`src/rtl/core/dle_pkg.sv`:
```
// shared constants and types of the dns label encoder
package dle_pkg;

  localparam int unsigned MAX_LABEL = 63;
  localparam int unsigned LEN_W     = 6;
  localparam int unsigned ADDR_W    = LEN_W + 1;
  localparam int unsigned MEM_DEPTH = 2 ** ADDR_W;
  localparam int unsigned Q_DEPTH   = 2;
  localparam int unsigned Q_PTR_W   = 1;
  localparam int unsigned Q_CNT_W   = 2;

  localparam logic [7:0]       DOT_CHAR = 8'h2E;
  localparam logic             OP_CHAR  = 1'b0;
  localparam logic             OP_END   = 1'b1;
  localparam logic [LEN_W-1:0] LEN_MAX  = LEN_W'(MAX_LABEL);

  // one flushed label waiting for replay
  typedef struct packed {
    logic [LEN_W-1:0] len;
    logic             ovf;
    logic             done;
    logic             bank;
  } cmd_t;

  // label buffer write port
  typedef struct packed {
    logic              en;
    logic [ADDR_W-1:0] addr;
    logic [7:0]        data;
  } wr_t;

endpackage

```
`src/rtl/core/dle_queue.sv`:
```
// two-entry command queue between front and back
module dle_queue import dle_pkg::*; (
  input  logic clk_i,
  input  logic rst_ni,
  input  logic push_i,
  input  cmd_t cmd_i,
  output logic full_o,
  output logic valid_o,
  output cmd_t head_o,
  input  logic pop_i
);

  cmd_t               slot_q [Q_DEPTH];
  logic [Q_PTR_W-1:0] wptr_q, rptr_q;
  logic [Q_CNT_W-1:0] cnt_q;

  assign full_o  = (cnt_q == Q_CNT_W'(Q_DEPTH));
  assign valid_o = (cnt_q != '0);
  assign head_o  = slot_q[rptr_q];

  always_ff @(posedge clk_i) begin
    if (push_i) begin
      slot_q[wptr_q] <= cmd_i;
    end
  end

  always_ff @(posedge clk_i or negedge rst_ni) begin
    if (!rst_ni) begin
      wptr_q <= '0;
      rptr_q <= '0;
      cnt_q  <= '0;
    end else begin
      if (push_i) begin
        wptr_q <= wptr_q + Q_PTR_W'(1);
      end
      if (pop_i) begin
        rptr_q <= rptr_q + Q_PTR_W'(1);
      end
      case ({push_i, pop_i})
        2'b10:   cnt_q <= cnt_q + Q_CNT_W'(1);
        2'b01:   cnt_q <= cnt_q - Q_CNT_W'(1);
        default: cnt_q <= cnt_q;
      endcase
    end
  end

endmodule

```
`config.mk`:
```
export PLATFORM = sky130hd
export DESIGN_NAME = dle_queue
export DESIGN_NICKNAME = d
export VERILOG_FILES = /design/src/rtl/core/dle_pkg.sv /design/src/rtl/core/dle_queue.sv
export SDC_FILE = /design/constraint.sdc
export NUM_CORES = 1
export LEC_CHECK = 0
export BUFFER_PORTS_ARGS = -buffer_cell sky130_fd_sc_hd__clkbuf_2
export CORE_UTILIZATION = 52
export DETAILED_ROUTE_END_ITERATION = 7
export PLACE_DENSITY = 0.83
export SLEW_MARGIN = 40
export SYNTH_ARGS = -nofsm -noshare
export SYNTH_HDL_FRONTEND = slang
export SYNTH_SLANG_ARGS = --single-unit
```
`constraint.sdc`:
```
create_clock -name clk_i -period 2.3 [get_ports clk_i]
set_clock_uncertainty 0.15 [all_clocks]
set_input_delay 0 -clock clk_i [delete_from_list [all_inputs] [get_ports clk_i]]
set_output_delay 0 -clock clk_i [all_outputs]
set_load 0.1 [all_outputs]
```
# == Yosys cells after proc, flatten, opt, wreduce, memory -nomap -nowiden ==
# Memories as Yosys holds them, arrays and structs flattened.
# Index checks and enable logic that the tools add are counted.
# totals
memories,1
wordCells,16
in_bits,13
regBits,4
rom_bits,0
ramBits,18
latch_bits,0
out_inout_bits,11
# mem_list
memory,depth,width,rd,rd_ports_with_merged_regs,wr,line_no,text
slot_q,2,9,1,0,1,dle_queue.sv:13,cmd_t slot_q [Q_DEPTH];
# classes
reduce_logical,2
div,0
eq_ne,3
n_bitwise,0
shifts,0
mul,0
n_lt_le_gt_ge,0
addsub,4
muxes,3
# op_table
cell,count
"== test 2 bit, second input constant",2
case mux 2 bit (2 select lines),1
nonzero test 2 bit,2
"adder 1 bit, second input constant",2
"adder 2 x 1 -> 2 bit, second input constant",1
"== test 2 x 1 -> 1 bit, second input constant",1
2-to-1 mux 1 bit,2
"subtractor 2 x 1 -> 2 bit, second input constant",1

# == Logic depth before layout (Yosys ltp) ==
# logic_depth
ltp_word,2
mapped_depth,5
mapped_depth_nobuf,5

# == Worst setup path after synthesis ==
# Ideal clock, no wire load.
# synth_path
path_kind,reg2reg
from,register wptr_q
to,memory slot_q[0][0] (netlist name) (enable)
setup_time_ps,374
arrival_ps,809
stages_incl_launch_ff,2
n_path_buf,0
period_less_slack_ps,1333
slack_ps,967
required_ps,1776
path_cell_list,dfrtp_1 nor2_1
# synth_rtl
item,line_no,text
from (decl),dle_queue.sv:14,"logic [Q_PTR_W-1:0] wptr_q, rptr_q;"
from (signal assigned),dle_queue.sv:34,wptr_q <= wptr_q + Q_PTR_W'(1);
to (decl),dle_queue.sv:13,
# No word-level cell before the write port.

==> results.json <==
{
  "post_cts_buffers": 0,
  "clk_pin_slew_ns": 0.12,
  "cts-htree-levels": 1,
  "antenna_found_initial": 0,
  "cts_resized": 0,
  "grt_max_degree": 13,
  "diodes": 0,
  "dpl.cell_count": 82,
  "cts-root-buf": "clkbuf_4",
  "wire_per_inst_um": 13.3,
  "ff2ff_setup_slack_ns": 0.76,
  "detail-route-antenna-nets": 0,
  "die_w_um": 42.1,
  "grt_first_pass_wirelength_mm": 2.12,
  "fin_nets": 98,
  "cp.arrival_ns": 1.68,
  "drive_above_1_share_pct": 44.6,
  "gr-total-overflow": 0,
  "grt_usage_pct": 17.0,
  "syn_to_final_growth_pct": 34.3,
  "ys_seq_elements": 22,
  "syn_nets": 58,
  "fillers": 101,
  "end_kind": "output pin",
  "reg2reg_depth": 1,
  "grt_pass1_vias": 490,
  "crit_fanout": 10,
  "ys_types": 12,
  "routed_wl_mm": 1.32,
  "critical_path_class": "register to output pin",
  "clk_path_buf_depth": 2,
  "worstHoldPathType": "primary input to register",
  "period_needed_ns": 1.83,
  "dp_hpwl_um": 909,
  "report.final.slew_viol_count": 0,
  "start_util_pct": 55.5,
  "dr.first_iter.drc_count": 6,
  "startpoint_type": "register",
  "coreArea_um2": 1510,
  "min_to": "slot_q[1][1]",
  "tightest_slew_ns": 0.783,
  "max_cap_viol_count": 0,
  "mostFrequentLayoutCells": "clkbuf_2, edfxtp_1, dlygate4sd3_1, mux2_2, dfrtp_1",
  "viasPerCell": 5.02,
  "die_area_um2": 1770,
  "cts_hold_buf": 13,
  "r2r-end": "slot_q[0][2]",
  "final_common_cell": "clkbuf_2",
  "min_path_cells": 2,
  "cts.sinks": 22,
  "port_buffers": 23,
  "dr.pass1.iters": 2,
  "avgSynthCellArea_um2": 19.0,
  "gp_congestion": 0.712,
  "post-route-period-util_pct": 79.5,
  "slew_headroom_pct": 47.6,
  "rsz0062_at_grt": "no",
  "hold_viol": 0,
  "yosysWarnings": 0,
  "max_freq_ghz": 0.547,
  "outcome": "complete, no violations",
  "syn-instance-count": 44,
  "setup_tns_ns": 0,
  "ios": 24,
  "required_ns": 2.15,
  "hold_start": "cmd_i[1]",
  "r2r-start": "wptr_q",
  "synth.yosys.seq_area_share_pct": 76.6,
  "setup_violations": 0,
  "numCtsBuffers": 3,
  "syn_area_um2": 836,
  "cts_tree": "built",
  "drc": 0,
  "worstSkewPairLatency_ns": 0.29,
  "die_h_um": 42.1,
  "row_count": 14,
  "final_cell_count_no_fill": 99,
  "vias": 497
}
==> per-layer routing <==
layer | track usage (%) | vias to the layer above | wire, µm
met2 | 29.4 | 14 | 703
met1 | 21.2 | 242 | 552
li1 | - | 239 | -
met5 | 0 | - | 0
met4 | 9.38 | 0 | 21
met3 | 1.29 | 2 | 43
==> cell families after synthesis <==
| family | Yosys count | synth area share (%) |
|---|---|---|
| multiplexers | 9 | 12.1 |
| buffers and inverters | 2 | 1.05 |
| flip-flops | 22 | 76.6 |
| AND/OR/NAND/NOR | 5 | 3.44 |
| XOR/XNOR | 5 | 5.24 |
| adder cells (fa/ha/maj) | 1 | 1.50 |
==> worst max path at each step <==
stage / startpoint / end / slack, ns / depth (start not counted)
6_report: rptr_q / head_o[2] / 0.47 / 2
3_3_place_gp: rptr_q / head_o[5] / 0.81 / 2
5_1_grt: rptr_q / head_o[3] / 0.40 / 2
2_1_floorplan: wptr_q / slot_q[0][0] / 0.97 / 1
4_1_cts: rptr_q / head_o[2] / 0.46 / 2
3_5_place_dp: wptr_q / slot_q[0][6] / 0.74 / 1
==> flip-flops by register name, indices dropped and copies added (netlist names) <==
signal and count:
slot_q 18, rptr_q 1, cnt_q 2, wptr_q 1
==> critical path, stage by stage, from the launching register on <==
cell	delay (ns)
dfrtp_1	0.62
mux2_2	0.40
clkbuf_2	0.37
==> synth_stat cells <==
library cell / count / area [µm²]
and2_1: 1 / 6.26
inv_1: 1 / 3.75
buf_2: 1 / 5.00
and2b_2: 1 / 8.76
edfxtp_1: 18 / 541
dfrtp_1: 4 / 100
ha_1: 1 / 12.5
or2_2: 1 / 6.26
xor2_1: 3 / 26.3
xnor2_1: 2 / 17.5
nor2_1: 2 / 7.51
mux2_2: 9 / 101
==> per-stage QoR <==
step	setup slack (ns)	area (µm²)	utilization, %	hold WS [ns]
detailed placement	0.739	966	64.1	-0.339
finish	0.473	1120	74.5	0.278
global route	0.401	1120	74.5	0.261
global placement	0.805	966	64.1	-0.337
CTS	0.463	1120	74.5	0.274
floorplan	0.967	836	-	-0.446
==> cell type report <==
type | instances | area, µm² | share of cell area (%)
flip-flops and latches | 22 | 641 | 57.1
repair buffers | 36 | 245 | 21.9
multi-input cells | 20 | 186 | 16.6
clock buffers | 3 | 22.5 | 2.01
well taps | 16 | 20.0 | 1.78
clock inverters | 1 | 3.75 | 0.334
inverters | 1 | 3.75 | 0.334
Power is left out: the tool's default activity adds up to more than one toggle a clock period on the data nets, which glitch-free logic cannot reach.
