### src/rtl/core/dle_pkg.sv
// shared constants and types of the dns label encoder
package dle_pkg;

  localparam int unsigned MAX_LABEL = 63;
  localparam int unsigned LEN_W     = 6;
  localparam int unsigned ADDR_W    = LEN_W + 1;
  localparam int unsigned MEM_DEPTH = 2 ** ADDR_W;
  localparam int unsigned Q_DEPTH   = 2;
  localparam int unsigned Q_PTR_W   = 1;
  localparam int unsigned Q_CNT_W   = 2;

  localparam logic [7:0]       DOT_CHAR = 8'h2E;
  localparam logic             OP_CHAR  = 1'b0;
  localparam logic             OP_END   = 1'b1;
  localparam logic [LEN_W-1:0] LEN_MAX  = LEN_W'(MAX_LABEL);

  // one flushed label waiting for replay
  typedef struct packed {
    logic [LEN_W-1:0] len;
    logic             ovf;
    logic             done;
    logic             bank;
  } cmd_t;

  // label buffer write port
  typedef struct packed {
    logic              en;
    logic [ADDR_W-1:0] addr;
    logic [7:0]        data;
  } wr_t;

endpackage

### src/rtl/core/dle_front.sv
// front end: classifies words, buffers label characters, issues flush commands
module dle_front import dle_pkg::*; (
  input  logic       clk_i,
  input  logic       rst_ni,
  input  logic       valid_i,
  output logic       ready_o,
  input  logic       operation_i,
  input  logic [7:0] ch_i,
  input  logic       q_full_i,
  output logic       push_o,
  output cmd_t       cmd_o,
  output wr_t        wr_o
);

  logic [LEN_W-1:0] fill_q, fill_d;
  logic             ovf_q, ovf_d;
  logic             bank_q, bank_d;
  logic             acc;
  logic             is_flush;

  assign ready_o  = !q_full_i;
  assign acc      = valid_i && ready_o;
  assign is_flush = (operation_i == OP_END) || (ch_i == DOT_CHAR);

  always_comb begin
    fill_d       = fill_q;
    ovf_d        = ovf_q;
    bank_d       = bank_q;
    push_o       = 1'b0;
    cmd_o.len    = fill_q;
    cmd_o.ovf    = ovf_q;
    cmd_o.done   = (operation_i == OP_END);
    cmd_o.bank   = bank_q;
    wr_o.en      = 1'b0;
    wr_o.addr    = {bank_q, fill_q};
    wr_o.data    = ch_i;
    if (acc) begin
      if (is_flush) begin
        push_o = 1'b1;
        fill_d = '0;
        ovf_d  = 1'b0;
        bank_d = !bank_q;
      end else if (fill_q < LEN_MAX) begin
        wr_o.en = 1'b1;
        fill_d  = fill_q + LEN_W'(1);
      end else begin
        ovf_d = 1'b1;
      end
    end
  end

  always_ff @(posedge clk_i or negedge rst_ni) begin
    if (!rst_ni) begin
      fill_q <= '0;
      ovf_q  <= 1'b0;
      bank_q <= 1'b0;
    end else begin
      fill_q <= fill_d;
      ovf_q  <= ovf_d;
      bank_q <= bank_d;
    end
  end

endmodule

### config.mk
export PLATFORM = sky130hd
export DESIGN_NAME = dle_front
export DESIGN_NICKNAME = d
export VERILOG_FILES = /design/src/rtl/core/dle_pkg.sv /design/src/rtl/core/dle_front.sv
export SDC_FILE = /design/constraint.sdc
export NUM_CORES = 1
export LEC_CHECK = 0
export ABC_AREA = 1
export BUFFER_PORTS_ARGS = -buffer_cell sky130_fd_sc_hd__clkbuf_2
export CAP_MARGIN = 20
export CORE_UTILIZATION = 44
export DETAILED_ROUTE_END_ITERATION = 16
export GPL_ROUTABILITY_DRIVEN = 1
export PLACE_DENSITY_LB_ADDON = 0.3
export SYNTH_ARGS = -nofsm -noshare
export SYNTH_HDL_FRONTEND = slang
export SYNTH_SLANG_ARGS = --single-unit
### constraint.sdc
create_clock -name clk_i -period 2.9 [get_ports clk_i]
set_clock_uncertainty 0.15 [all_clocks]
set_input_delay 0.29 -clock clk_i [delete_from_list [all_inputs] [get_ports clk_i]]
set_output_delay 0.29 -clock clk_i [all_outputs]
set_load 0.005 [all_outputs]
Yosys cells after proc, flatten, opt, wreduce, memory -nomap -nowiden. Cells that the tools add are included.

Word-level logic and storage cells: 24. Output and inout bits: 27. Input port bits: 13. Bits in registers: 8.

Mux-type cells: 9. Magnitude comparators: 1. Add/subtract/negate cells: 1. Reduce and logical (&&, ||, !) cells: 8. Eq/ne operators: 2.

Operator list (count): $mux 6 (2); $eq 8x6->1 const B (1); $mux 1 (7); $add 6x1->6 const B (1); $lt 6x6->1 const B (1); $reduce_and 2->1 (3); $logic_not 1->1 (2); $ne 2x2->1 const B (1); $reduce_bool 2->1 (1); $logic_and 1x1->1 (1); $logic_or 1x1->1 (1).

Logic depth before layout (Yosys ltp). Gate-level depths: netlist of the first run.

Depth after elaboration: 4. Depth in mapped cells: 8. Depth with buffers taken out: 8.

Least setup slack after synthesis of the first run. Ideal clock, no wire load.

Path type: register -> output. Start: register fill_q[0]. End: output port wr_o[15] (netlist bit). Cell stages (with the launch flop): 7. Arrival time: 1.091 ns. Required time: 2.460 ns. Buffers on the path: 0. Slack: 1.369 ns. Cells stage by stage: dfrtp_1 ha_1 nand2_2 nor2_4 nand3_2 nand2_4 nor2_4.

RTL lines: start: declaration (line dle_front.sv:15) `logic [LEN_W-1:0] fill_q, fill_d;`; start signal: assignment (line dle_front.sv:58) `fill_q <= fill_d;`; end: declaration (line dle_front.sv:12) `output wr_t wr_o`.

==> metrics.csv, run 1 <==
stage;metric;value;unit
run_status;outcome;completed;
clocking;clk_pin_slew;0.06;ns
yosys;synth_seq_area_share;30.8;%
yosys;synth_top_cell_area_share;30.8;%
setup_path;cp_cell_sequence;ha_1 -> nand2_2 -> nor2_4 -> nand3_2 -> nand2_4 -> nor2_4 -> clkbuf_2;
setup_path;cp.required;2.46;ns
pwr;ir_drop;0.000233;V
clocking;numCtsBuffers;3;
global_routing;grt_max_degree;10;
yosys;syn_nets;101;
setup_path;worst_setup_path_end_kind;primary output;
yosys;yosysWarnings;0;
layout;drive_gt1_share;50.0;%
flow_run;drv_cap;0;
clocking;h-tree-depth;1;
global_routing;antenna_found_initial;0;
pwr;p_leak;0.489;nW
route;first_iter_violations;8;
sta;min_period_over_period;68.7;%
sta;timing.fmax;502;MHz
yosys;synth_area;649;µm²
clocking;clockBufferDepth;2;
clocking;clock_sinks;8;
placed_design;port-buffer-count;39;
placed_design;place.gp.congestion;0.836;
setup_path;rr_startpoint;fill_q[0]$_DFFE_PN0P_;
floorplan;chipHeight;40.4;µm
clocking;insertion_delay;0.25;ns
yosys;yosys.area.top_type;dfrtp_1;
placed_design;dp_cells;123;
sta;hold_viol_final;0;
clocking;cts_tree;done;
worst_hold_path;min_path_type;input port to asynchronous set/reset pin;
layout;nNetsFinal;128;
route;drt-wirelength-per-cell;9.20;µm
layout;layout_common_cells;39 x clkbuf_2, 22 x nand2_1, 8 x dfrtp_1;
pwr;power;0.275;mW
layout;fin_cells;127;
pwr;power_density;362;mW/mm²
floorplan;core-area;0.00133;mm²
yosys;ys_types;16;
floorplan;die-area;0.00163;mm²
route;dr.pass1.iters;4;
placed_design;place_area;728;µm²
route;vias;577;
layout;n_antenna_cell;0;
global_routing;groute.usage.overall;14.7;%
layout;post-route-util;57.0;%
setup_path;r2r_slack;1.39;ns
yosys;ys_ff_latch;8;
route;vias_per_cell;4.54;
global_routing;grt_pass1_vias;436;
sta;period_needed;1.99;ns
yosys;synth.area.top_cells;dfrtp_1 31%, buf_4 21%, nand2_1 13%;
placed_design;dp_hpwl;951;µm
setup_path;crit_family;simple AND/OR/NAND/NOR gates;
floorplan;start_util;48.7;%
clocking;ctsResizeCount;0;
floorplan;rows;13;
floorplan;num_io_pins;40;
setup_path;critPathSlowestCell;dfrtp_1;
layout;fillers;131;
global_routing;overflow;0;
route;drc;0;
sta;slew-limit-headroom;83.6;%
layout;fin_area;761;µm²
setup_path;worstSetupPathType;flip-flop to primary output;
route;wl;1170;µm
setup_path;r2r_cells;8;
sta;grt_setup_unrepaired;false;
clocking;root_buffer;clkbuf_4;
layout;synthToLayoutAreaGrowth;17.1;%
sta;setup_viol;0;
layout;seqCellArea;200;µm²
setup_path;worstSetupStartpointType;flip-flop;
setup_path;cp.arrival;1.55;ns
floorplan;fp.dieW;40.4;µm
sta;worst_pin_slew;0.246;ns
sta;tns;0;ns
setup_path;worst_r2r_endpoint;fill_q[1]$_DFFE_PN0P_;
setup_path;critPathBufInv;1;
route;ant_nets;0;
setup_path;path_max_fanout;7;
setup_path;cpMostUsedCell;nor2_4;
global_routing;grt_pass1_wl;1610;µm
yosys;syn_inst;87;
yosys;synth_area_per_cell;7.46;µm²
layout;final_common_cell;clkbuf_2;
setup_path;max_stage_delay;0.43;ns
layout;multi_input_area;265;µm²
sta;report.final.slew_viol_count;0;
-- cells by family (layout without fill, tap and decap cells) --
| family | after synthesis | in the layout | synth area share (%) |
|---|---|---|---|
| simple gates | 43 | 43 | 34.1 |
| flops | 8 | 8 | 30.8 |
| xor+xnor | 3 | 3 | 4.05 |
| buf+inv | 31 | 56 | 28.3 |
| fa+ha+maj | 1 | 1 | 1.93 |
| compound gates | 1 | 1 | 0.770 |
-- synthesized netlist by cell type --
| cell type | n |
|---|---|
| nand2_1 | 22 |
| nand2_4 | 2 |
| ha_1 | 1 |
| nand3b_1 | 2 |
| nand2_2 | 3 |
| nor2_1 | 4 |
| nand3_2 | 1 |
| xor2_1 | 2 |
| xnor2_1 | 1 |
| inv_1 | 7 |
| inv_2 | 6 |
| nand3_1 | 7 |
| dfrtp_1 | 8 |
| o21ai_1 | 1 |
| nor2_4 | 2 |
| buf_4 | 18 |
-- sequential cells by signal, summed over array words and instances (netlist names) --
| signal | cells |
|---|---|
| fill_q | 6 |
| bank_q | 1 |
| ovf_q | 1 |
-- through the flow --
| step | setup WS [ns] | hold slack (ns) |
|---|---|---|
| floorplan | 1.37 | -0.156 |
| global route | 0.814 | 0.309 |
| finish | 0.906 | 0.272 |
| CTS | 0.888 | 0.275 |
| global placement | 1.22 | -0.000395 |
| detailed placement | 1.17 | 0.00164 |
-- worst reg2reg max path, cell delays in order, from the launching register on --
cell and delay (ns):
dfrtp_1 0.43, ha_1 0.25, nand2_2 0.09, nor2_4 0.04
nand3_2 0.08, nand2_4 0.09, nor2_4 0.18, nand2_1 0.07
nand2_1 0.07
-- area by class of cell --
| type | instances | share of cell area (%) |
|---|---|---|
| well taps | 15 | 2.47 |
| flip-flops and latches | 8 | 26.3 |
| multi-input cells | 48 | 34.9 |
| inverters | 13 | 6.41 |
| clock buffers | 3 | 2.96 |
| repair buffers | 40 | 27.0 |
-- routing by layer --
layer  share of wire [%]  global-route usage, %  wire length (µm)  vias to the layer above
li1                    -                      -                 -                      296
met1                  41                   16.3               482                      255
met2                  51                   28.2               601                       26
met3                 7.4                   1.67                86                        0
met4                   0                   5.00                 0                        0
met5                   0                      0                 0                        -
-- timing repair --
action,CTS,global route
buffers inserted,0,0
endpoints found under the hold margin,8,0
hold buffers,1,0
-- worst max-delay path by stage --
stage,cells past startpoint,startpoint,endpoint
2_1_floorplan,6,fill_q[0]$_DFFE_PN0P_,wr_o[15]
6_report,7,fill_q[0]$_DFFE_PN0P_,wr_o[15]
3_5_place_dp,7,fill_q[0]$_DFFE_PN0P_,wr_o[15]
5_1_grt,7,fill_q[0]$_DFFE_PN0P_,wr_o[15]
4_1_cts,7,fill_q[0]$_DFFE_PN0P_,wr_o[15]
3_3_place_gp,7,fill_q[0]$_DFFE_PN0P_,wr_o[15]
-- report_power, final --
group,switching [mW],internal [mW]
logic,0.0312,0.0312
registers,0.00923,0.119
clock network,0.0371,0.0473
total,0.0774,0.198
No activity file was read; power rests on OpenSTA's default activity.
==> inputs of run 2 (changes only) <==
CORE_UTILIZATION = 37   (was 44)
clock period = 1.7 ns   (was 2.9 ns; I/O delays follow)
==> run 2 against run 1 <==
  * The run now ends with design-rule violations left
  * Utilization decreased by 3.8 points
  * Via count increased by 5.0%
  * Global-route usage decreased by 0.71 points
  * Combinational power increased by 110%
  * Register-to-register slack got worse by 1.2 ns
  * Sequential power increased by 69%
  * Clock power increased by 73%
  * Final area increased by 10%
  * Cell count increased by 7.1%
  * Clock-buffer cell count unchanged
  * Critical endpoint unchanged
  * Largest cell class unchanged
==> metrics.csv, run 2 (synthesis gave the netlist of run 1 again) <==
stage;metric;value;unit
global_routing;grt_max_degree;10;
sta;min_period_over_period;99.1;%
placed_design;dp_cells;125;
floorplan;core-area;0.00158;mm²
setup_path;cp.required;1.38;ns
clocking;insertion_delay;0.25;ns
sta;setup_viol;0;
floorplan;fp.dieW;43.9;µm
global_routing;groute.usage.overall;14.0;%
floorplan;start_util;41.2;%
clocking;numCtsBuffers;3;
floorplan;num_io_pins;40;
route;drc;1;
sta;period_needed;1.68;ns
flow_run;drv_cap;0;
route;vias;606;
layout;nNetsFinal;136;
clocking;root_buffer;clkbuf_4;
run_status;violations;design-rule violations;
pwr;ir_drop;0.000401;V
route;first_iter_violations;13;
global_routing;grt_pass1_wl;1950;µm
layout;reg_top3;fill_q (6), bank_q (1), ovf_q (1);
placed_design;dp_hpwl;998;µm
worst_hold_path;min_path_type;input port to asynchronous set/reset pin;
run_status;outcome;finished, violations left;
placed_design;port-buffer-count;39;
clocking;clockBufferDepth;2;
layout;post-route-util;53.3;%
layout;largest-register;fill_q;
sta;timing.fmax;594;MHz
layout;fillers;152;
route;wl;1310;µm
pwr;power_density;589;mW/mm²
setup_path;worstSetupStartpointType;flip-flop;
route;drt-wirelength-per-cell;9.66;µm
pwr;p_leak;0.544;nW
sta;report.final.slew_viol_count;0;
layout;largest_register_ffs;6;
layout;fin_cells;136;
clocking;cts_tree;done;
sta;worst_pin_slew;0.255;ns
clocking;clk_pin_slew;0.06;ns
placed_design;place.gp.congestion;0.732;
floorplan;chipHeight;43.9;µm
setup_path;path_max_fanout;6;
global_routing;antenna_found_initial;0;
floorplan;rows;14;
layout;final_common_cell;clkbuf_2;
route;dr.pass1.iters;13;
layout;synthToLayoutAreaGrowth;29.3;%
layout;drive_gt1_share;54.2;%
sta;slew-limit-headroom;83.0;%
clocking;clock_sinks;8;
setup_path;r2r_cells;9;
setup_path;cp.arrival;1.36;ns
route;ant_nets;0;
global_routing;grt_pass1_vias;476;
global_routing;overflow;0;
layout;multi_input_area;283;µm²
layout;n_antenna_cell;0;
route;vias_per_cell;4.46;
floorplan;die-area;0.00193;mm²
sta;hold_viol_final;0;
sta;grt_setup_unrepaired;true;
layout;seqCellArea;200;µm²
clocking;h-tree-depth;1;
layout;layout_common_cells;39 x clkbuf_2, 22 x nand2_1, 8 x dfrtp_1, 8 x buf_4;
sta;hold_ws;0.151;ns
sta;tns;0;ns
setup_path;worst_setup_path_end_kind;primary output;
setup_path;worstSetupPathType;flip-flop to primary output;
==> run 2: worst paths after layout <==
kind	endpoint	from	slack, ns
worst min-delay path	bank_q$_DFFE_PN0P_	rst_ni	0.15
worst min register to register	ovf_q$_DFFE_PN0P_	ovf_q$_DFFE_PN0P_	0.35
max in group asynchronous	fill_q[3]$_DFFE_PN0P_	rst_ni	1.06
worst max register to register	fill_q[3]$_DFFE_PN0P_	fill_q[1]$_DFFE_PN0P_	0.18
worst max-delay path	wr_o[15]	fill_q[1]$_DFFE_PN0P_	0.02
min in group clk_i	ovf_q$_DFFE_PN0P_	valid_i	0.17
==> run 2: final cells by class <==
type	count	area share [%]
Clock buffer	3	2.68
Inverter	13	5.81
Multi-Input combinational cell	48	33.7
Sequential cell	8	23.8
Tap cell	16	2.38
Timing Repair Buffer	48	31.6
==> run 2: critical path: stages (launching register included) <==
cell and delay, ns:
dfrtp_1 0.39, ha_4 0.16, nand2_4 0.05, nor2_4 0.12, nand3_2 0.10, nand2_4 0.13
nor2_4 0.04, clkbuf_2 0.10
==> run 2: timing repair <==
item	CTS	global route
setup buffers	2	5
endpoints found under the setup margin	1	1
hold endpoints to repair	8	0
pin swaps	1	3
hold buffers	1	0
gates resized for setup	1	2
==> run 2: layer usage <==
layer | vias to the layer above | GRT usage, % | wire length (µm)
li1 | 312 | - | -
met1 | 269 | 17.0 | 579
met2 | 25 | 23.6 | 648
met3 | 0 | 5.00 | 86
met5 | - | 0 | 0
met4 | 0 | 3.64 | 0
==> run 2: through the flow <==
stage,worst slack [ns],cell area (µm²),total power [mW]
global route,-0.0567,840,0.532
CTS,0.0206,787,0.490
finish,0.0154,840,0.495
floorplan,0.275,649,0.303
detailed placement,0.133,737,0.333
global placement,0.172,737,0.331
==> run 2: where the power goes <==
| part | switching [mW] | leakage, nW | internal (mW) |
|---|---|---|---|
| Clock | 0.0648 | 0.0138 | 0.0808 |
| Combinational | 0.0631 | 0.421 | 0.0697 |
| Sequential | 0.0130 | 0.109 | 0.203 |
| Total | 0.141 | 0.544 | 0.354 |
