[config.mk]
export PLATFORM = sky130hd
export DESIGN_NAME = dle_back
export DESIGN_NICKNAME = d
export VERILOG_FILES = /design/src/rtl/core/dle_pkg.sv /design/src/rtl/core/dle_back.sv
export SDC_FILE = /design/constraint.sdc
export NUM_CORES = 1
export LEC_CHECK = 0
export BUFFER_PORTS_ARGS = -buffer_cell sky130_fd_sc_hd__clkbuf_2
export CORE_ASPECT_RATIO = 1.2
export CORE_MARGIN = 3
export CORE_UTILIZATION = 25
export CTS_CLUSTER_DIAMETER = 120
export CTS_CLUSTER_SIZE = 10
export DETAILED_ROUTE_END_ITERATION = 7
export GPL_ROUTABILITY_DRIVEN = 0
export GPL_TIMING_DRIVEN = 0
export PLACE_DENSITY = 0.35
export SETUP_SLACK_MARGIN = 0.05
export SYNTH_ARGS = -nofsm -noshare
export SYNTH_HDL_FRONTEND = slang
export SYNTH_SLANG_ARGS = --single-unit
[constraint.sdc]
create_clock -name clk_i -period 6 [get_ports clk_i]
set_input_delay 0.6 -clock clk_i [delete_from_list [all_inputs] [get_ports clk_i]]
set_output_delay 0.6 -clock clk_i [all_outputs]
set_load 0.01 [all_outputs]
[src/rtl/core/dle_pkg.sv]
// shared constants and types of the dns label encoder
package dle_pkg;

  localparam int unsigned MAX_LABEL = 63;
  localparam int unsigned LEN_W     = 6;
  localparam int unsigned ADDR_W    = LEN_W + 1;
  localparam int unsigned MEM_DEPTH = 2 ** ADDR_W;
  localparam int unsigned Q_DEPTH   = 2;
  localparam int unsigned Q_PTR_W   = 1;
  localparam int unsigned Q_CNT_W   = 2;

  localparam logic [7:0]       DOT_CHAR = 8'h2E;
  localparam logic             OP_CHAR  = 1'b0;
  localparam logic             OP_END   = 1'b1;
  localparam logic [LEN_W-1:0] LEN_MAX  = LEN_W'(MAX_LABEL);

  // one flushed label waiting for replay
  typedef struct packed {
    logic [LEN_W-1:0] len;
    logic             ovf;
    logic             done;
    logic             bank;
  } cmd_t;

  // label buffer write port
  typedef struct packed {
    logic              en;
    logic [ADDR_W-1:0] addr;
    logic [7:0]        data;
  } wr_t;

endpackage

[src/rtl/core/dle_back.sv]
// back end: label buffer and replay of length byte and characters
module dle_back import dle_pkg::*; (
  input  logic       clk_i,
  input  logic       rst_ni,
  input  wr_t        wr_i,
  input  logic       cmd_valid_i,
  input  cmd_t       cmd_i,
  output logic       pop_o,
  output logic       valid_o,
  input  logic       ready_i,
  output logic [7:0] out_byte_o,
  output logic       is_length_o,
  output logic       last_of_run_o,
  output logic       name_done_o,
  output logic       label_overflow_o
);

  logic [7:0]       mem [MEM_DEPTH];
  logic [7:0]       rd_q;
  logic             phase_q, phase_d;
  logic [LEN_W-1:0] idx_q, idx_d;
  logic             valid_q, valid_d;
  logic [7:0]       byte_q, byte_d;
  logic             isl_q, isl_d;
  logic             last_q, last_d;
  logic             done_q, done_d;
  logic             ovf_q, ovf_d;
  logic             can_load;
  logic             last_char;

  assign can_load  = !valid_q || ready_i;
  assign last_char = (idx_q == cmd_i.len - LEN_W'(1));

  always_comb begin
    phase_d = phase_q;
    idx_d   = idx_q;
    valid_d = valid_q && !ready_i;
    byte_d  = byte_q;
    isl_d   = isl_q;
    last_d  = last_q;
    done_d  = done_q;
    ovf_d   = ovf_q;
    pop_o   = 1'b0;
    if (cmd_valid_i && can_load) begin
      valid_d = 1'b1;
      ovf_d   = cmd_i.ovf;
      if (!phase_q) begin
        byte_d = 8'(cmd_i.len);
        isl_d  = 1'b1;
        last_d = (cmd_i.len == '0);
        done_d = cmd_i.done && (cmd_i.len == '0);
        if (cmd_i.len == '0) begin
          pop_o = 1'b1;
        end else begin
          phase_d = 1'b1;
          idx_d   = '0;
        end
      end else begin
        byte_d = rd_q;
        isl_d  = 1'b0;
        last_d = last_char;
        done_d = cmd_i.done && last_char;
        if (last_char) begin
          pop_o   = 1'b1;
          phase_d = 1'b0;
          idx_d   = '0;
        end else begin
          idx_d = idx_q + LEN_W'(1);
        end
      end
    end
  end

  always_ff @(posedge clk_i) begin
    if (wr_i.en) begin
      mem[wr_i.addr] <= wr_i.data;
    end
    rd_q <= mem[{cmd_i.bank, idx_d}];
  end

  always_ff @(posedge clk_i or negedge rst_ni) begin
    if (!rst_ni) begin
      phase_q <= 1'b0;
      idx_q   <= '0;
      valid_q <= 1'b0;
    end else begin
      phase_q <= phase_d;
      idx_q   <= idx_d;
      valid_q <= valid_d;
    end
  end

  always_ff @(posedge clk_i) begin
    byte_q <= byte_d;
    isl_q  <= isl_d;
    last_q <= last_d;
    done_q <= done_d;
    ovf_q  <= ovf_d;
  end

  assign valid_o          = valid_q;
  assign out_byte_o       = byte_q;
  assign is_length_o      = isl_q;
  assign last_of_run_o    = last_q;
  assign name_done_o      = done_q;
  assign label_overflow_o = ovf_q;

endmodule

# ---- Word level (Yosys, flattened, before mapping)
# Memories as Yosys holds them, arrays and structs flattened. A register that Yosys moved wholly into a read port is not among the register bits.
# Cells that the tools add are included.
dict set report totals {
  inputBits 29
  mem_bits_rw 1024
  ff_bits 20
  out_inout_bits 14
  n_memories 1
  word_cells 39
}
dict set report classes {
  n_mux 18
  n_eq_ne 1
  n_reduce_logical 8
  addsub 2
}
# name depth word_bits rd rd_clocked_by_memory_dff write_ports line
set mem_list {}
lappend mem_list {mem 128 8 1 1 1 dle_back.sv:18} ;# logic [7:0] mem [MEM_DEPTH];
# operator n
set ops {}
lappend ops {{6-bit 2-to-1 mux} 5}
lappend ops {{1-bit 2-to-1 mux} 13}
lappend ops {{6-bit by 1-bit adder with 6-bit output, second input constant} 1}
lappend ops {{6-bit == test} 1}
lappend ops {{6-bit logical NOT} 1}
lappend ops {{6-bit by 1-bit subtractor with 6-bit output, second input constant} 1}
lappend ops {{1-bit logical AND} 4}
lappend ops {{1-bit logical NOT} 2}
lappend ops {{1-bit logical OR} 1}

# ---- Depth between registers and ports, before layout
# Gate-level depths: netlist of the first run.
dict set report depth {
  ltp_word 5
  mapped_depth 19
  ltp_nobuf 13
}

# ---- Least setup slack after synthesis of the first run
# OpenSTA, ideal clock, no wires.
dict set report synth_timing {
  kind {input -> register}
  startpoint {in cmd_i[3] in the netlist's numbering}
  endpoint {reg rd_q[6] (read register of mem)}
  setup_slack_ns 2.160
  required_ns 5.870
  stages 16
  arrival_ns 3.710
  setup_ns 0.130
  path_cell_list {inv_1 > ha_1 > o21ba_2 > a221o_1 > and2_1 > buf_1 > o21ai_4 > o21a_1 > buf_6 > buf_2 > buf_4 > buf_4 > mux4_2 > a21o_1 > o211ai_1 > nand4_1}
}
dict set report synth_via {
  elab_chain_cells 5
}
# item line
set synth_lines {}
lappend synth_lines {{start: declaration} dle_back.sv:7} ;# input cmd_t cmd_i,
lappend synth_lines {{6-bit by 1-bit subtractor with 6-bit output} dle_back.sv:32} ;# assign last_char = (idx_q == cmd_i.len - LEN_W'(1));
lappend synth_lines {{6-bit == test} dle_back.sv:32}
lappend synth_lines {{6-bit 2-to-1 mux} dle_back.sv:63} ;# if (last_char) begin
lappend synth_lines {{6-bit 2-to-1 mux (*)} dle_back.sv:47} ;# if (!phase_q) begin
lappend synth_lines {{6-bit 2-to-1 mux (*)} dle_back.sv:44} ;# if (cmd_valid_i && can_load) begin
lappend synth_lines {{end: declaration} dle_back.sv:19} ;# logic [7:0] rd_q;
# Every way passes the cells marked *; elsewhere a longest branch is shown, timed or not.
# A chain may end at the register's enable or synchronous reset.

# ---- Worst setup path in the final report of the first run
dict set report layout_timing {
  startpoint {reg phase_q}
  endpoint {reg rd_q[7] (read register of mem)}
}
dict set report layout_via {
  elab_chain_cells 2
}
# item line
set layout_lines {}
lappend layout_lines {{start: declaration} dle_back.sv:20} ;# logic phase_q, phase_d;
lappend layout_lines {{start signal: assignment} dle_back.sv:87} ;# phase_q <= phase_d;
lappend layout_lines {{6-bit 2-to-1 mux} dle_back.sv:47}
lappend layout_lines {{6-bit 2-to-1 mux} dle_back.sv:44}
# Every way passes these cells.

==> results of run 1 <==
[per-layer routing]
metal / global-route usage (%) / up-vias / wire (µm)
met2: 29.0 / 595 / 73700
met4: 3.88 / 10 / 2770
met5: 0 / - / 69
met1: 20.1 / 12300 / 59100
met3: 2.89 / 166 / 7240
li1: - / 10300 / -
[power by group through the flow]
stage               sequential (µW)  clock [µW]  combinational [µW]
detailed placement             8350           0                4970
CTS                            8200        6590                4980
finish                         8200        6380                4830
global placement               8380           0                4930
floorplan                      8330           0                2880
global route                   8200        6880                5170
[layout make-up]
type / count / area share, %
sequential: 1052 / 64.4
buffer: 144 / 1.53
clock inverter: 7 / 0.243
antenna: 8 / 0.0409
timing repair buffer: 51 / 1.04
clock buffer: 165 / 6.31
tap: 2241 / 5.73
multi-input combinational: 1378 / 20.6
inverter: 15 / 0.115
[worst max-delay path: cells and delay by family (launching register included)]
kind,cells,cell delay [ns]
simple gates,5,1.99
buf+inv,6,1.93
compound gates,5,1.12
flops,1,0.36
[cell usage after synthesis (7+ instances only)]
| master | number | share of area (%) |
|---|---|---|
| inv_1 | 13 | 0.12 |
| o221ai_1 | 7 | 0.14 |
| dfxtp_1 | 8 | 0.38 |
| nand3_1 | 158 | 1.9 |
| o22a_1 | 8 | 0.17 |
| or4_1 | 14 | 0.25 |
| mux4_2 | 65 | 3.5 |
| mux2_2 | 45 | 1.2 |
| a222oi_1 | 9 | 0.21 |
| a21o_1 | 16 | 0.28 |
| nor4_1 | 12 | 0.18 |
| a211o_1 | 7 | 0.14 |
| o21ai_0 | 17 | 0.20 |
| nor3_1 | 13 | 0.15 |
| nand2_1 | 318 | 2.8 |
| nor2_1 | 131 | 1.2 |
| clkbuf_1 | 60 | 0.53 |
| nor2b_1 | 7 | 0.10 |
| buf_2 | 41 | 0.48 |
| o2111ai_1 | 7 | 0.14 |
| dfrtp_1 | 8 | 0.47 |
| edfxtp_1 | 1036 | 74 |
| buf_1 | 10 | 0.089 |
| mux2i_1 | 330 | 7.8 |
| mux2_1 | 15 | 0.40 |
| buf_4 | 26 | 0.46 |
| o22ai_1 | 31 | 0.46 |
| a21oi_1 | 87 | 1.0 |
| and4b_1 | 7 | 0.17 |
[how the worst max path moves through the flow]
stage | startpoint | endpoint | slack (ns)
3_5_place_dp | cmd_i[3] | rd_q[4] | -0.21
5_1_grt | phase_q | rd_q[6] | 0.21
2_1_floorplan | cmd_i[3] | rd_q[6] | 2.16
4_1_cts | phase_q | rd_q[6] | 0.42
6_report | phase_q | rd_q[7] | 0.48
3_3_place_gp | cmd_i[3] | rd_q[4] | -0.22
[through the flow]
step	setup WS (ns)	hold slack (ns)	util, %	instances	total power [µW]
CTS	0.425	0.0716	29.2	5053	19800
global placement	-0.223	0.487	27.1	4869	13300
global route	0.208	0.123	29.2	5053	20200
floorplan	2.16	0.304	-	2589	11200
detailed placement	-0.209	0.491	27.3	4880	13300
finish	0.480	0.142	29.2	5061	19400
[registers in the layout, summed over array words and instances (netlist names)]
| name | cells |
|---|---|
| mem | 1024 |
| valid_o | 1 |
| is_length_o | 1 |
| idx_q | 6 |
| out_byte_o | 8 |
| last_of_run_o | 1 |
| rd_q | 8 |
| name_done_o | 1 |
| label_overflow_o | 1 |
| phase_q | 1 |
[kinds of logic (layout without fill, tap and decap cells)]
logic type	count (synthesis)	in the layout	synth area share, %
flops	1052	1052	74.4
simple gates	690	690	7.19
other cells	0	8	0
compound gates	222	222	3.47
mux	455	455	12.9
fa+ha+maj	2	2	0.0591
buf+inv	159	382	1.88
xor+xnor	9	9	0.186
[what timing repair did]
item / CTS / global route
setup endpoints to repair: 0 / 0
endpoints found under the hold margin: 8 / 0
buffers inserted: 0 / 0
resized for setup: 0 / 0
hold buffers: 1 / 0
==> flow_metrics.env, run 1 <==
export IMPL_first_pass_iters=7
export IMPL_avgSynthCellArea_um2=16.3
export IMPL_hold_depth=2
export IMPL_period_needed_ns=5.52
export IMPL_place_area_um2=45700
export IMPL_dr_first_iter_drc_count=1807
export IMPL_outcome="completed"
export IMPL_fillers=16900
export IMPL_syn2layout_area_growth_pct=15.6
export IMPL_holdPathEnd="name_done_o"
export IMPL_yosys_warnings=0
export IMPL_drive_gt1_share_pct=13.6
export IMPL_mostFrequentLayoutCells="edfxtp_1 (1036), mux2i_1 (330), nand2_1 (318)"
export IMPL_clock_sinks=1052
export IMPL_multiInputGateArea_um2=10100
export IMPL_cp_slowest_cell="nor4_1"
export IMPL_start_util_pct=25.3
export IMPL_rsz0062_at_grt="false"
export IMPL_syn_area_um2=42300
export IMPL_p_sw_share_pct=31.5
export IMPL_r2r_start="phase_q"
export IMPL_r2r_end="rd_q[7]"
export IMPL_cp_required_ns=6.70
export IMPL_worst_r2r_setup_slack_ns=0.48
export IMPL_worst_slew_pin_slew_ns=1.28
export IMPL_fmax_mhz=181
export IMPL_antenna_found_initial=16
export IMPL_die_x_um=382
export IMPL_viasPerCell=4.62
export IMPL_synthArstFlopShare_pct=0.760
export IMPL_drt_total_wl_um=143000
export IMPL_die_height_um=457
export IMPL_crit_type="flip-flop to flip-flop"
export IMPL_cp_common_cell="buf_4"
export IMPL_power_frac_seq_pct=42.2
export IMPL_p_leak_uw=0.0159
export IMPL_synthDistinctLibCells=66
export IMPL_hold_start="cmd_i[1]"
export IMPL_finalSetupViolCount=0
export IMPL_start_kind="flip-flop"
export IMPL_clk_pin_slew_ns=0.06
export IMPL_grt_pass1_wl_um=196000
export IMPL_cp_arrival_ns=6.22
export IMPL_final_antenna_net_count=0
export IMPL_fin_tns_setup_ns=0
export IMPL_layout_commonest_cell="edfxtp_1"
export IMPL_reg2reg_depth=16
export IMPL_syn_num_nets=2620
export IMPL_nNetsFinal=2788
export IMPL_ys_seq_area_share_pct=74.4
export IMPL_ir_drop_mv=0.216
export IMPL_fin_crit_sh_pct=92.0
export IMPL_grt_pass1_vias=24000
export IMPL_stdcell_area_um2=48900
export IMPL_port_buffers=39
export IMPL_maxSlewViolCount=0
export IMPL_maxCapViolCount=0
export IMPL_internal_power_uw=13300
export IMPL_p_clk_share_pct=32.9
export IMPL_path_cells="clkbuf_1 -> nor3_1 -> a221o_1 -> a32oi_1 -> a21boi_2 -> inv_2 -> buf_4 -> buf_4 -> buf_4 -> clkbuf_1 -> nand2_1 -> nand3_1 -> a21oi_1 -> nor4_1 -> and4b_1 -> a211o_1"
export IMPL_synth_edf_count=1036
export IMPL_fin_worst_skew_ns=0.0504
export IMPL_htreeDepth=3
export IMPL_cpPeakStageDelay_ns=0.81
export IMPL_cts_tree="yes"
export IMPL_crit_path_end_kind="flip-flop"
export IMPL_comb_power_share_pct=24.9
export IMPL_hold_path_class="primary input to flip-flop"
export IMPL_ctsRootBufferMaster="clkbuf_16"
export IMPL_post_drt_wl_per_cell_um=28.2
export IMPL_ys_seq_elements=1052
export IMPL_dp_hpwl_um=100000
export IMPL_syn_inst=2589
export IMPL_clk_path_buf_depth=3
export IMPL_hold_viol_final=0
export IMPL_dr_total_vias=23400
export IMPL_regArea_um2=31500
export IMPL_grt_max_degree=77
export IMPL_core_rowCount=164
export IMPL_max_slew_margin_pct=14.3
export IMPL_grt_usage_pct=16.2
export IMPL_dieArea_um2=174000
export IMPL_io_pins=43
export IMPL_core_um2=167000
export IMPL_cp_max_fo=10
export IMPL_synth_top_flop_cell="edfxtp_1"
export IMPL_powerDensity_nw_per_um2=397
export IMPL_drc=0
export IMPL_insertion_delay_ns=0.77
export IMPL_power_switching_uw=6110
export IMPL_grt_overflow=0
export IMPL_cts_buffers_inserted=115
No activity file was read; power rests on OpenSTA's default activity.
==> run 2: changes to the inputs <==
- RECOVER_POWER: not set -> 25
==> run 2 against run 1 <==
  * The flow now finishes with violations (capacitance limit, slew limit)
  * Power hardly changed
  * Sequential share of layout area is 0.25 points higher
  * Clock skew hardly changed
  * Clock power hardly changed
  * Sequential power hardly changed
  * Maximum frequency is 0.40% lower
  * Critical path depth is 2 lower
  * Register-to-register slack worse by 0.02 ns
  * Critical endpoint is now rd_q[6]
  * Highest routed layer unchanged
==> flow_metrics.env, run 2 (synthesis gave the netlist of run 1 again) <==
export IMPL_max_slew_margin_pct=-185
export IMPL_cp_arrival_ns=6.21
export IMPL_dieArea_um2=174000
export IMPL_fin_worst_skew_ns=0.0502
export IMPL_drc=0
export IMPL_cp_required_ns=6.67
export IMPL_p_clk_share_pct=32.9
export IMPL_stdcell_area_um2=48700
export IMPL_final_antenna_net_count=0
export IMPL_viasPerCell=4.62
export IMPL_fin_cells=5061
export IMPL_whs_ns=0.145
export IMPL_die_height_um=457
export IMPL_syn2layout_area_growth_pct=15.1
export IMPL_dp_slack_ns=-0.209
export IMPL_layout_commonest_cell="edfxtp_1"
export IMPL_p_leak_uw=0.0158
export IMPL_nNetsFinal=2788
export IMPL_start_kind="flip-flop"
export IMPL_violations="capacitance limit, slew limit"
export IMPL_fillers=16900
export IMPL_post_cts_buffers=0
export IMPL_hold_viol_final=0
export IMPL_ctsRootBufferMaster="clkbuf_16"
export IMPL_crit_type="flip-flop to flip-flop"
export IMPL_finalPower_uw=19400
export IMPL_hold_path_class="primary input to flip-flop"
export IMPL_p_sw_share_pct=31.5
export IMPL_clk_pin_slew_ns=0.06
export IMPL_grt_max_degree=77
export IMPL_clock_sinks=1052
export IMPL_fin_crit_sh_pct=92.4
export IMPL_dp_cells=4880
export IMPL_outcome="finished with violations"
export IMPL_dp_hpwl_um=100000
export IMPL_dr_total_vias=23400
export IMPL_core_rowCount=164
export IMPL_port_buffers=39
export IMPL_maxSlewViolCount=917
export IMPL_power_switching_uw=6110
export IMPL_fmax_mhz=180
export IMPL_largest_reg_flops=1024
export IMPL_cts_tree="yes"
export IMPL_path_cells="clkbuf_1 -> nor3_1 -> a221o_1 -> a32oi_1 -> a21boi_2 -> clkbuf_1 -> buf_1 -> clkbuf_1 -> nand2_1 -> nand3_1 -> a21oi_1 -> nor4_1 -> nand4_1 -> nand4_1"
export IMPL_core_um2=167000
export IMPL_power_frac_seq_pct=42.3
export IMPL_antenna_found_initial=16
export IMPL_cp_common_cell="clkbuf_1"
export IMPL_maxCapViolCount=14
export IMPL_critical_path_top_delay_family="buffers and inverters"
export IMPL_grt_pass1_vias=24000
export IMPL_drive_gt1_share_pct=13.2
export IMPL_regMostFlops="mem"
export IMPL_die_x_um=382
export IMPL_mostFrequentLayoutCells="edfxtp_1 (1036), mux2i_1 (330), nand2_1 (318)"
export IMPL_clk_path_buf_depth=3
export IMPL_powerDensity_nw_per_um2=399
export IMPL_worst_slack_ns=0.458
export IMPL_cp_slowest_cell="clkbuf_1"
export IMPL_comb_power_share_pct=24.8
export IMPL_cpPeakStageDelay_ns=0.73
export IMPL_grt_usage_pct=16.2
export IMPL_post_drt_wl_per_cell_um=28.3
export IMPL_dr_first_iter_drc_count=1923
export IMPL_place_area_um2=45700
export IMPL_rsz0062_at_grt="false"
export IMPL_period_needed_ns=5.54
export IMPL_ir_drop_mv=0.216
export IMPL_finalSetupViolCount=0
export IMPL_cp_max_fo=10
export IMPL_worst_path_buf_inv=4
export IMPL_io_pins=43
export IMPL_worst_slew_pin_slew_ns=4.28
export IMPL_crit_path_end_kind="flip-flop"
export IMPL_first_pass_iters=6
export IMPL_grt_overflow=0
export IMPL_cts_buffers_inserted=115
export IMPL_htreeDepth=3
export IMPL_internal_power_uw=13300
export IMPL_grt_pass1_wl_um=196000
export IMPL_drt_total_wl_um=143000
export IMPL_start_util_pct=25.3
export IMPL_insertion_delay_ns=0.77
[run 2: changes by cell type in the layout (fill, tap and decap cells not counted)]
cell and change:
clkbuf_1 +10, clkbuf_8 -7, buf_16 -6, dlymetal6s4s_1 +3
clkbuf_2 +1, clkbuf_4 -1
[run 2: layout make-up]
| cell class | count | area (µm²) | share of cell area [%] |
|---|---|---|---|
| plain buffers | 144 | 748 | 1.54 |
| clock inverters | 7 | 119 | 0.244 |
| inverters | 15 | 56.3 | 0.116 |
| multi-input cells | 1378 | 10100 | 20.7 |
| flip-flops and latches | 1052 | 31500 | 64.6 |
| diodes | 8 | 20.0 | 0.0411 |
| repair buffers | 51 | 320 | 0.658 |
| clock buffers | 165 | 3090 | 6.34 |
| well taps | 2241 | 2800 | 5.76 |
[run 2: worst reg2reg max path: stages, from the launching register on]
cell	delay (ns)
dfrtp_1	0.32
clkbuf_1	0.33
nor3_1	0.17
a221o_1	0.49
a32oi_1	0.19
a21boi_2	0.56
clkbuf_1	0.74
buf_1	0.46
clkbuf_1	0.57
nand2_1	0.12
nand3_1	0.10
a21oi_1	0.11
nor4_1	0.57
nand4_1	0.41
nand4_1	0.33
[run 2: metrics by stage]
step	setup TNS, ns	utilization [%]
CTS	0	29.2
global placement	-1.07	27.1
finish	0	29.1
detailed placement	-1.26	27.3
global route	0	29.1
floorplan	0	-
[run 2: path summary, 6_finish.rpt]
| check | from | to | slack, ns | depth (start not counted) |
|---|---|---|---|---|
| worst max-delay path | phase_q | rd_q[6] | 0.46 | 14 |
| worst min-delay path | cmd_i[1] | name_done_o | 0.14 | 2 |
| worst max register to register | phase_q | rd_q[6] | 0.46 | 14 |
| worst min register to register | rd_q[2] | out_byte_o[2] | 0.54 | 1 |
| max in group asynchronous | rst_ni | idx_q[2] | 5.09 | 2 |
| min in group asynchronous | rst_ni | valid_o | 0.51 | 2 |
[run 2: what timing repair did]
item,4_1_cts,5_1_grt
hold buffers,1,0
endpoints found under the hold margin,8,0
endpoints found under the setup margin,0,0
gates resized for setup,0,0
[run 2: metal layers]
metal  wire length (µm)  global-route usage, %  vias up  share of wire [%]
met2              73700                   29.0      564                 51
met1              59800                   20.1    12300                 42
met5                 69                      0        -              0.048
met4               3000                   3.88       10                2.1
met3               6580                   2.89      166                4.6
li1                   -                      -    10300                  -
[run 2: power by group through the flow]
stage | Clock, µW | Sequential [µW] | Combinational (µW)
3_5_place_dp | 0 | 8350 | 4970
5_1_grt | 6880 | 8220 | 5150
6_report | 6390 | 8220 | 4820
4_1_cts | 6590 | 8200 | 4980
2_1_floorplan | 0 | 8330 | 2880
3_3_place_gp | 0 | 8380 | 4930
